$ cat src/rtl/mke_pkg.sv
`timescale 1ns / 1ps
// ----------------------------------------------------------------------------
// mke_pkg
// Shared types, constants and the character code table of the Morse keying
// encoder.
// ----------------------------------------------------------------------------
`default_nettype none

package mke_pkg;

  localparam int unsigned QUEUE_DEPTH = 2;
  localparam int unsigned DIT_W       = 16;
  localparam int unsigned DUR_W       = 18;
  localparam int unsigned MAX_ELEMS   = 5;

  localparam logic [DIT_W-1:0] DIT_RESET = 16'd100;

  localparam logic [7:0] CHAR_UPPER_A = 8'h41;
  localparam logic [7:0] CHAR_UPPER_Z = 8'h5A;
  localparam logic [7:0] CHAR_DIGIT_0 = 8'h30;
  localparam logic [7:0] CHAR_DIGIT_9 = 8'h39;

  // One queued character: element count and element bits, first element in
  // the top bit, 1 meaning dit.
  typedef struct packed {
    logic [2:0] count;
    logic [4:0] elems;
  } mke_job_t;

  typedef enum logic [1:0] {
    ST_IDLE,
    ST_MARK,
    ST_SPACE,
    ST_GAP
  } mke_state_e;

  localparam logic [7:0] LETTER_ROM [26] = '{
    8'h50, 8'h8E, 8'h8A, 8'h6C, 8'h30, 8'h9A, 8'h64, 8'h9E, 8'h58, 8'h90,
    8'h68, 8'h96, 8'h40, 8'h48, 8'h60, 8'h92, 8'h84, 8'h74, 8'h7C, 8'h20,
    8'h78, 8'h9C, 8'h70, 8'h8C, 8'h88, 8'h86
  };

  localparam logic [7:0] DIGIT_ROM [10] = '{
    8'hA0, 8'hB0, 8'hB8, 8'hBC, 8'hBE, 8'hBF, 8'hAF, 8'hA7, 8'hA3, 8'hA1
  };

  function automatic mke_job_t mke_lookup(logic [7:0] c);
    logic [7:0] code;
    logic [7:0] offs;
    mke_job_t   job;
    code = 8'h00;
    offs = 8'h00;
    if (c inside {[CHAR_UPPER_A:CHAR_UPPER_Z]}) begin
      offs = c - CHAR_UPPER_A;
      code = LETTER_ROM[offs[4:0]];
    end else if (c inside {[CHAR_DIGIT_0:CHAR_DIGIT_9]}) begin
      offs = c - CHAR_DIGIT_0;
      code = DIGIT_ROM[offs[3:0]];
    end
    job.elems = code[4:0];
    if (code[7:5] > 3'(MAX_ELEMS)) begin
      job.count = 3'(MAX_ELEMS);
    end else begin
      job.count = code[7:5];
    end
    return job;
  endfunction

endpackage

`default_nettype wire

$ cat src/rtl/mke_front.sv
`timescale 1ns / 1ps
// ----------------------------------------------------------------------------
// mke_front
// Accepts characters, looks up their element codes and pushes them into the
// job queue.
// ----------------------------------------------------------------------------
`default_nettype none

module mke_front (
  input  wire logic             in_valid_i,
  output logic                  in_ready_o,
  input  wire logic [7:0]       char_code_i,
  input  wire logic             full_i,
  output logic                  push_o,
  output mke_pkg::mke_job_t     job_o
);
  import mke_pkg::*;

  assign in_ready_o = !full_i;
  assign push_o     = in_valid_i && !full_i;
  // Bytes outside A-Z and 0-9 come out with a zero count: closing gap only.
  assign job_o      = mke_lookup(char_code_i);

endmodule

`default_nettype wire

$ cat src/rtl/mke_queue.sv
`timescale 1ns / 1ps
// ----------------------------------------------------------------------------
// mke_queue
// Short register queue of decoded jobs between front and back.
// ----------------------------------------------------------------------------
`default_nettype none

module mke_queue #(
  parameter int unsigned Depth = mke_pkg::QUEUE_DEPTH
) (
  input  wire logic              clk_i,
  input  wire logic              rst_ni,
  input  wire logic              push_i,
  input  wire mke_pkg::mke_job_t data_i,
  output logic                   full_o,
  input  wire logic              pop_i,
  output mke_pkg::mke_job_t      data_o,
  output logic                   empty_o
);
  import mke_pkg::*;

  localparam int unsigned AW = (Depth > 1) ? $clog2(Depth) : 1;
  localparam int unsigned CW = $clog2(Depth + 1);

  mke_job_t        mem_q [Depth];
  logic [AW-1:0]   wr_ptr_q, wr_ptr_d;
  logic [AW-1:0]   rd_ptr_q, rd_ptr_d;
  logic [CW-1:0]   count_q, count_d;

  assign full_o  = (count_q == CW'(Depth));
  assign empty_o = (count_q == '0);
  assign data_o  = mem_q[rd_ptr_q];

  always_comb begin
    wr_ptr_d = wr_ptr_q;
    rd_ptr_d = rd_ptr_q;
    count_d  = count_q;
    if (push_i) begin
      wr_ptr_d = (wr_ptr_q == AW'(Depth - 1)) ? '0 : wr_ptr_q + 1'b1;
    end
    if (pop_i) begin
      rd_ptr_d = (rd_ptr_q == AW'(Depth - 1)) ? '0 : rd_ptr_q + 1'b1;
    end
    if (push_i && !pop_i) begin
      count_d = count_q + 1'b1;
    end else if (pop_i && !push_i) begin
      count_d = count_q - 1'b1;
    end
  end

  always_ff @(posedge clk_i or negedge rst_ni) begin
    if (!rst_ni) begin
      wr_ptr_q <= '0;
      rd_ptr_q <= '0;
      count_q  <= '0;
    end else begin
      wr_ptr_q <= wr_ptr_d;
      rd_ptr_q <= rd_ptr_d;
      count_q  <= count_d;
    end
  end

  always_ff @(posedge clk_i) begin
    if (push_i) begin
      mem_q[wr_ptr_q] <= data_i;
    end
  end

  a_count_bound: assert property (@(posedge clk_i) disable iff (!rst_ni)
    count_q <= CW'(Depth))
    else $error("queue count exceeds depth");

  a_no_overflow: assert property (@(posedge clk_i) disable iff (!rst_ni)
    !(push_i && full_o && !pop_i))
    else $error("push into full queue");

  a_pop_count: assert property (@(posedge clk_i) disable iff (!rst_ni)
    pop_i && !push_i |=> count_q == $past(count_q) - 1'b1)
    else $error("queue count not decremented on pop");

endmodule

`default_nettype wire

$ cat src/rtl/mke_back.sv
`timescale 1ns / 1ps
// ----------------------------------------------------------------------------
// mke_back
// Segment sequencer: walks the elements of one job and drives the output
// register with key-down, key-up and closing-gap segments.
// ----------------------------------------------------------------------------
`default_nettype none

module mke_back (
  input  wire logic                       clk_i,
  input  wire logic                       rst_ni,
  input  wire logic [mke_pkg::DIT_W-1:0]  dit_length_i,
  input  wire logic                       empty_i,
  input  wire mke_pkg::mke_job_t          job_i,
  output logic                            pop_o,
  output logic                            out_valid_o,
  input  wire logic                       out_ready_i,
  output logic                            key_down_o,
  output logic [mke_pkg::DUR_W-1:0]       duration_o,
  output logic                            last_segment_o
);
  import mke_pkg::*;

  mke_state_e        state_q, state_d;
  logic [2:0]        cnt_q, cnt_d;
  logic [4:0]        elems_q, elems_d;
  logic              out_valid_q, out_valid_d;
  logic              key_q;
  logic [DUR_W-1:0]  dur_q;
  logic              last_q;

  logic              slot_free;
  logic              emit;
  logic              seg_key;
  logic              seg_three;
  logic              seg_last;
  logic [DUR_W-1:0]  dit_one;
  logic [DUR_W-1:0]  dit_three;

  assign slot_free = !out_valid_q || out_ready_i;
  assign dit_one   = {2'b00, dit_length_i};
  assign dit_three = dit_one + {1'b0, dit_length_i, 1'b0};

  always_comb begin
    state_d   = state_q;
    cnt_d     = cnt_q;
    elems_d   = elems_q;
    pop_o     = 1'b0;
    emit      = 1'b0;
    seg_key   = 1'b0;
    seg_three = 1'b0;
    seg_last  = 1'b0;
    case (state_q)
      ST_IDLE: begin
        if (!empty_i) begin
          pop_o   = 1'b1;
          cnt_d   = job_i.count;
          elems_d = job_i.elems;
          state_d = (job_i.count == 3'd0) ? ST_GAP : ST_MARK;
        end
      end
      ST_MARK: begin
        if (slot_free) begin
          emit      = 1'b1;
          seg_key   = 1'b1;
          seg_three = !elems_q[4];
          state_d   = ST_SPACE;
        end
      end
      ST_SPACE: begin
        if (slot_free) begin
          emit    = 1'b1;
          cnt_d   = cnt_q - 3'd1;
          elems_d = {elems_q[3:0], 1'b0};
          state_d = (cnt_q == 3'd1) ? ST_GAP : ST_MARK;
        end
      end
      ST_GAP: begin
        if (slot_free) begin
          emit      = 1'b1;
          seg_three = 1'b1;
          seg_last  = 1'b1;
          state_d   = ST_IDLE;
        end
      end
      default: begin
        state_d = ST_IDLE;
      end
    endcase

    if (emit) begin
      out_valid_d = 1'b1;
    end else if (out_ready_i) begin
      out_valid_d = 1'b0;
    end else begin
      out_valid_d = out_valid_q;
    end
  end

  always_ff @(posedge clk_i or negedge rst_ni) begin
    if (!rst_ni) begin
      state_q     <= ST_IDLE;
      cnt_q       <= '0;
      elems_q     <= '0;
      out_valid_q <= 1'b0;
    end else begin
      state_q     <= state_d;
      cnt_q       <= cnt_d;
      elems_q     <= elems_d;
      out_valid_q <= out_valid_d;
    end
  end

  always_ff @(posedge clk_i) begin
    if (emit) begin
      key_q  <= seg_key;
      dur_q  <= seg_three ? dit_three : dit_one;
      last_q <= seg_last;
    end
  end

  assign out_valid_o    = out_valid_q;
  assign key_down_o     = key_q;
  assign duration_o     = dur_q;
  assign last_segment_o = last_q;

  a_gap_closes: assert property (@(posedge clk_i) disable iff (!rst_ni)
    state_q == ST_GAP && slot_free |=> out_valid_o && last_segment_o && !key_down_o)
    else $error("closing gap not presented as last key-up segment");

  a_elem_count: assert property (@(posedge clk_i) disable iff (!rst_ni)
    (state_q == ST_MARK || state_q == ST_SPACE) |-> cnt_q != 3'd0 && cnt_q <= 3'(MAX_ELEMS))
    else $error("element count out of range while sending");

  // The idle state may fetch the next job while the last segment still waits.
  a_hold_stalled: assert property (@(posedge clk_i) disable iff (!rst_ni)
    out_valid_o && !out_ready_i && state_q != ST_IDLE |=> state_q == $past(state_q))
    else $error("sequencer advanced while output stalled");

endmodule

`default_nettype wire

$ cat src/rtl/morse_keying_encoder.sv
`timescale 1ns / 1ps
// ----------------------------------------------------------------------------
// morse_keying_encoder
// Turns ASCII characters into runs of Morse keying segments, each a key-down
// or key-up interval whose length is one or three dit units.
// ----------------------------------------------------------------------------
//
//  Channel   Direction  Handshake                  Payload
//  in        input      in_valid_i / in_ready_o    char_code_i
//  out       output     out_valid_o / out_ready_i  key_down_o, duration_o,
//                                                  last_segment_o
//  cfg       input      cfg_valid_i / cfg_ready_o  cfg_dit_length_i
//
//  A character with n elements gives 2n+1 segments; the segment sequencer works on
//  one character at a time and fetches the next once its closing gap is issued.
//  The front takes a character every cycle while the job queue has room.
//  Reset sets the dit length to 100 and empties the queue; no clearing pass.
//  A stalled output holds the sequencer; input stalls only once the queue
//  is full.
// ----------------------------------------------------------------------------
`default_nettype none

module morse_keying_encoder #(
  parameter int unsigned QueueDepth = mke_pkg::QUEUE_DEPTH
) (
  input  wire logic                       clk_i,
  input  wire logic                       rst_ni,
  input  wire logic                       in_valid_i,
  output logic                            in_ready_o,
  input  wire logic [7:0]                 char_code_i,
  output logic                            out_valid_o,
  input  wire logic                       out_ready_i,
  output logic                            key_down_o,
  output logic [mke_pkg::DUR_W-1:0]       duration_o,
  output logic                            last_segment_o,
  input  wire logic                       cfg_valid_i,
  output logic                            cfg_ready_o,
  input  wire logic [mke_pkg::DIT_W-1:0]  cfg_dit_length_i
);
  import mke_pkg::*;

  logic [DIT_W-1:0] dit_q;
  logic             push;
  logic             pop;
  logic             full;
  logic             empty;
  mke_job_t         push_job;
  mke_job_t         head_job;

  assign cfg_ready_o = 1'b1;

  always_ff @(posedge clk_i or negedge rst_ni) begin
    if (!rst_ni) begin
      dit_q <= DIT_RESET;
    end else if (cfg_valid_i) begin
      dit_q <= cfg_dit_length_i;
    end
  end

  mke_front u_front (
    .in_valid_i  (in_valid_i),
    .in_ready_o  (in_ready_o),
    .char_code_i (char_code_i),
    .full_i      (full),
    .push_o      (push),
    .job_o       (push_job)
  );

  mke_queue #(
    .Depth (QueueDepth)
  ) u_queue (
    .clk_i   (clk_i),
    .rst_ni  (rst_ni),
    .push_i  (push),
    .data_i  (push_job),
    .full_o  (full),
    .pop_i   (pop),
    .data_o  (head_job),
    .empty_o (empty)
  );

  mke_back u_back (
    .clk_i          (clk_i),
    .rst_ni         (rst_ni),
    .dit_length_i   (dit_q),
    .empty_i        (empty),
    .job_i          (head_job),
    .pop_o          (pop),
    .out_valid_o    (out_valid_o),
    .out_ready_i    (out_ready_i),
    .key_down_o     (key_down_o),
    .duration_o     (duration_o),
    .last_segment_o (last_segment_o)
  );

endmodule

`default_nettype wire
$ cat config.mk
export PLATFORM = sky130hd
export DESIGN_NAME = morse_keying_encoder
export DESIGN_NICKNAME = d
export VERILOG_FILES = /design/src/rtl/mke_pkg.sv /design/src/rtl/mke_front.sv /design/src/rtl/mke_queue.sv /design/src/rtl/mke_back.sv /design/src/rtl/morse_keying_encoder.sv
export SDC_FILE = /design/constraint.sdc
export NUM_CORES = 1
export LEC_CHECK = 0
export BUFFER_PORTS_ARGS = -buffer_cell sky130_fd_sc_hd__buf_2
export CAP_MARGIN = 25
export CORE_ASPECT_RATIO = 0.5
export CORE_MARGIN = 8
export CORE_UTILIZATION = 55
export DETAILED_ROUTE_END_ITERATION = 16
export GPL_TIMING_DRIVEN = 0
export HOLD_SLACK_MARGIN = 0.15
export PLACE_DENSITY = 0.8
export SYNTH_ARGS = -nofsm -noshare
export SYNTH_HDL_FRONTEND = slang
export SYNTH_SLANG_ARGS = --single-unit
$ cat constraint.sdc
create_clock -name clk_i -period 2.79 [get_ports clk_i]
set_input_delay 0.4185 -clock clk_i [delete_from_list [all_inputs] [get_ports clk_i]]
set_output_delay 0.4185 -clock clk_i [all_outputs]
set_load 0.005 [all_outputs]
======== After elaboration in Yosys (flattened, before gate mapping) ========
Memory sizes are Yosys's and may differ from the RTL's.
Cells that the tools add are included.
cells by class
  equal/unequal tests ..................... 9
  add/subtract/negate cells ............... 8
  bitwise logic cells ..................... 2
  multiplexer cells ....................... 35
  reductions and logical operators ........ 20
  $lt $le $gt $ge ......................... 7
operator list
  cell                 count
  $mux 8               6
  $add 16x17->18       1
  $mux 16              1
  $mux 2               8
  $mux 1               11
  $mux 5               2
  $pmux 5 s2           1
  $mux 3               3
  $ge 8x6->1 const B   1
  $ge 8x7->1 const B   1
  $le 8x6->1 const B   1
  $le 8x7->1 const B   1
  $pmux 2 s4           1
  $eq 2x2->1 const B   3
  $ge 6x6->1 const B   1
  $ne 2x1->1 const B   3
  $not 5->6            1
  $pmux 3 s2           1
  $reduce_bool 2->1    3
  $ge 5x5->1 const B   1
  $logic_and 1x1->1    5
  $logic_not 1->1      5
  $not 4->5            1
  $sub 5x1->5 const B  1
  other kinds (16)     18
word-level totals
  RAM bits ................................ 16
  memories kept ........................... 3
  output and inout bits ................... 23
  bits of input ports ..................... 29
  logic and storage cells ................. 96
  bits in registers ....................... 51
  memory bits (read-only) ................. 384
memories
  name              depth  bits a word  rd ports  clocked after memory_dff  write ports  RTL line         source
  (name not given)  32     8            1         0                         0            mke_pkg.sv:55    code = LETTER_ROM[offs[4:0]];
  (name not given)  16     8            1         0                         0            mke_pkg.sv:58    code = DIGIT_ROM[offs[3:0]];
  u_queue.mem_q     2      8            1         0                         1            mke_queue.sv:25  mke_job_t mem_q [Depth];

======== Longest topological paths before layout ========
  depth after elaboration ................. 9
  gate-level depth with buffers ........... 11
  gate-level depth less buffers ........... 10

======== Cells and area by module ========
From an unflattened synthesis, not the netlist that was laid out.
second synthesis, totals
  cells, all modules ...................... 436
  area total of the unflattened synthesis .. 4,473.0 µm²
by module, submodules not included
  module                times used  cells an instance  area an instance (µm²)  seq. area each (µm²)
  mke_back              1           238                2,180.8                 875.8
  mke_front             1           121                857.1                   0.0
  mke_queue             1           41                 770.7                   580.6
  morse_keying_encoder  1           36                 664.4                   404.1

======== Worst setup path before layout ========
No wires, ideal clock.
  kind .................................... in2reg
  start ................................... in char_code_i[0]
  end ..................................... mem u_queue.mem_q[0][6] (netlist bit) (data pin)
  arrival time ............................ 2.241 ns
  stages .................................. 11
  setup slack ............................. 0.280 ns
  path buffers ............................ 1
  library setup time ...................... 0.269 ns
  required time ........................... 2.521 ns
  cells stage by stage .................... inv_1 -> ha_1 -> inv_1 -> ha_1 -> buf_2 -> clkinv_1 -> mux2i_1 -> o21ai_0 -> nor2_1 -> a211o_1 -> nor3b_2
RTL lines
  what                RTL line                    source
  start: declaration  morse_keying_encoder.sv:30  input wire logic [7:0] char_code_i,
  end: declaration    mke_queue.sv:25

==> impl_metrics.toml <==
[sta]
finalMaxSlewViolations = 0
finalClockSkew_ps = 5.79
worstMarginPinSlew_ps = 983
setup_violations = 0
period_minus_slack_ps = 2650
hold_viol = 0
rsz0062_at_grt = "false"
slew_headroom = 0.344
setup_ws_ps = 145
setup_tns_ps = 0
finalCritPeriodShare = 0.948
fmax_ghz = 0.378

[setup_path]
crit_path_cell_trace = "buf_2, clkinvlp_4, ha_2, inv_1, ha_1, buf_2, clkinvlp_4, mux2i_1, o21ai_0, nor2_1, a211o_1, nor3b_2"
critPathLaunchType = "primary input"
critPathTopFamily = "buffers and inverters"
end_kind = "flip-flop"
cp_max_fo = 9
slowest_stage = "a211o_1"
critPathKind = "in2reg"
required_ps = 2860
path_buf_inv = 5
worst_path_largest_cell_delay_ps = 340
cp.arrival_ps = 2720

[drt]
drtIter0Drc = 230
ant_nets = 0
dr.pass1.iters = 4
viasPerCell = 5.56
wl_met2_um = 4320
num_vias = 3162
drt-met1-wl_um = 3800
drc = 0
top_layer_used = "met4"
routedWlPerCell_um = 15.3
wl_um = 8720
wl_met3_um = 484

[final_layout]
drive_gt1_frac = 0.235
num_antenna_cells = 0
nNetsFinal = 527
area_growth_pct = 17.1
fillerInstances = 580
stdcell_count = 569
post-route-util = 0.664

[logic_synthesis]
synthTopCellsByArea = "edfxtp_1 26%, dfrtp_1 17%, ha_1 8.7%"
ys_ff_latch = 67
yosysUniqueCellTypes = 63
synth_ff_type = "edfxtp_1"
synth.top_cell.area_share = 0.260
synth_edf_count = 36
async_flop_share = 0.463
synth_top_area_cell = "edfxtp_1"
yosysWarnings = 0
yosysMostFrequentCell = "nand2_1"
syn_area_mm2 = 0.00415
synth-seq-area-share = 0.448
yosys-top-cells-count = "45 x nand2_1, 37 x o21ai_0, 36 x edfxtp_1"
synth_fp_nets = 467
synth_cells = 408
avgSynthCellArea_um2 = 10.2

[pwr]
ir_worst_vdd_uv = 410
leakagePower_uw = 0.00209
power_density_mw_per_mm2 = 887

[grt]
grt_use_total = 0.170
grt_max_degree = 32
antenna_found_initial = 0
grt-ovfl-total = 0
grt_pass1_wl_um = 15100
grt_pass1_vias = 3172

[floorplan]
std_cell_rows = 22
die_w_um = 139
start_util = 0.567
die_area_mm2 = 0.0108
io_pins = 52
die_y_um = 77.4
core_region_area_mm2 = 0.00732

[placement]
place.detailed.hpwl_um = 6530
dp.cells = 552
pre_cts_ws_ps = -253
numPortBuffers = 48
gp_congestion = 0.865

[clock_network]
htree_levels = 3
cts.sinks = 67
cts_setup_buffers = 0
clock-root-buffer = "clkbuf_16"
clockBufferDepth = 2
clkTransAtPathRegs_ps = 50
clkLatencyLatePin_ps = 330
cts_tree = "done"
numCtsBuffers = 9

[job]
cap_violations = 0

[min_path]
hp-class = "in2reg"

[run_status]
status = "finished clean"
==> path summary, 6_finish.rpt <==
check	startpoint	to	slack, ps	cells past startpoint
worst max-delay path	char_code_i[0]	u_queue.mem_q[0][6]	140	12
worst min-delay path	cfg_dit_length_i[14]	dit_q[14]	300	3
worst max register to register	dit_q[1]	u_back.duration_o[15]	270	8
worst min register to register	u_back.elems_q[2]	u_back.elems_q[2]	480	2
max in group asynchronous	rst_ni	u_back.elems_q[4]	1670	2
min in group asynchronous	rst_ni	u_queue.count_q[0]	660	2
==> repair_timing <==
action,CTS,global route
hold buffers,1,0
setup endpoints to repair,0,8
resized for setup,0,4
hold endpoints to repair,15,0
==> flip-flops by register name (all words and copies together), names as in the netlist, 2 cells and up <==
signal / cells
u_queue.count_q: 2
u_queue.mem_q: 16
dit_q: 16
u_back.state_q: 2
u_back.cnt_q: 3
u_back.elems_q: 5
u_back.duration_o: 18
==> cells in the final DEF (no fill, tap or decap), types with 4 or more instances in the layout <==
| master | n |
|---|---|
| nand2b_1 | 5 |
| a21oi_1 | 22 |
| xor2_1 | 8 |
| nor3_1 | 5 |
| clkbuf_1 | 8 |
| and3_1 | 5 |
| o21ai_1 | 8 |
| xnor2_1 | 12 |
| buf_2 | 54 |
| nor2_1 | 33 |
| inv_1 | 12 |
| ha_1 | 28 |
| mux2_2 | 18 |
| nand2_1 | 45 |
| clkbuf_16 | 9 |
| o21ai_0 | 37 |
| nor2b_1 | 4 |
| a21o_1 | 5 |
| nand3_1 | 6 |
| edfxtp_1 | 36 |
| mux2i_1 | 12 |
| dfrtp_1 | 28 |
==> tightest hold or removal path: cells and delay by family <==
family / cells / cell delay (ps)
AO/OA/AOI/OAI: 1 / 60
buffers and inverters: 1 / 70
AND/OR/NAND/NOR: 1 / 30
==> stage by stage <==
stage,hold slack (ps),power (uW),area [um^2]
final,296,4310,4860
after CTS,288,4340,4840
after detailed placement,472,3140,4510
after global placement,469,3070,4510
after global routing,308,4640,4860
after floorplan,123,2680,4150
==> area by class of cell <==
| class | count | area [um^2] | share of cell area |
|---|---|---|---|
| clock buffer | 10 | 229 | 0.0471 |
| multi-input combinational | 307 | 2140 | 0.440 |
| tap | 96 | 120 | 0.0247 |
| clock inverter | 6 | 90.1 | 0.0185 |
| buffer | 20 | 110 | 0.0227 |
| timing repair buffer | 49 | 250 | 0.0515 |
| sequential | 67 | 1860 | 0.383 |
| inverter | 14 | 60.1 | 0.0124 |
==> routing by layer <==
metal / global-route usage / vias up
li1: - / 1610
met1: 0.194 / 1461
met2: 0.302 / 83
met3: 0.0556 / 8
met4: 0.0499 / 0
met5: 0 / -
==> cell families (layout without fill, tap and decap cells) <==
family                     after synthesis  count (layout)  share of synthesized area
DFF                                     67              67                      0.448
other                                    1               1                   0.000903
xor gates and xnor gates                20              20                     0.0422
muxes                                   30              30                     0.0778
and+or+nand+nor                        116             116                      0.131
AOI/OAI and AO/OA                      110             110                      0.168
buffers and inverters                   34              99                     0.0392
adders and majority gates               30              30                     0.0922
==> power by group <==
| group | internal, uW | leakage (uW) | switching (uW) |
|---|---|---|---|
| combinational | 631 | 0.00122 | 887 |
| sequential | 1460 | 0.000712 | 157 |
| clock | 782 | 0.000153 | 395 |
No activity file was read; power rests on OpenSTA's default activity.
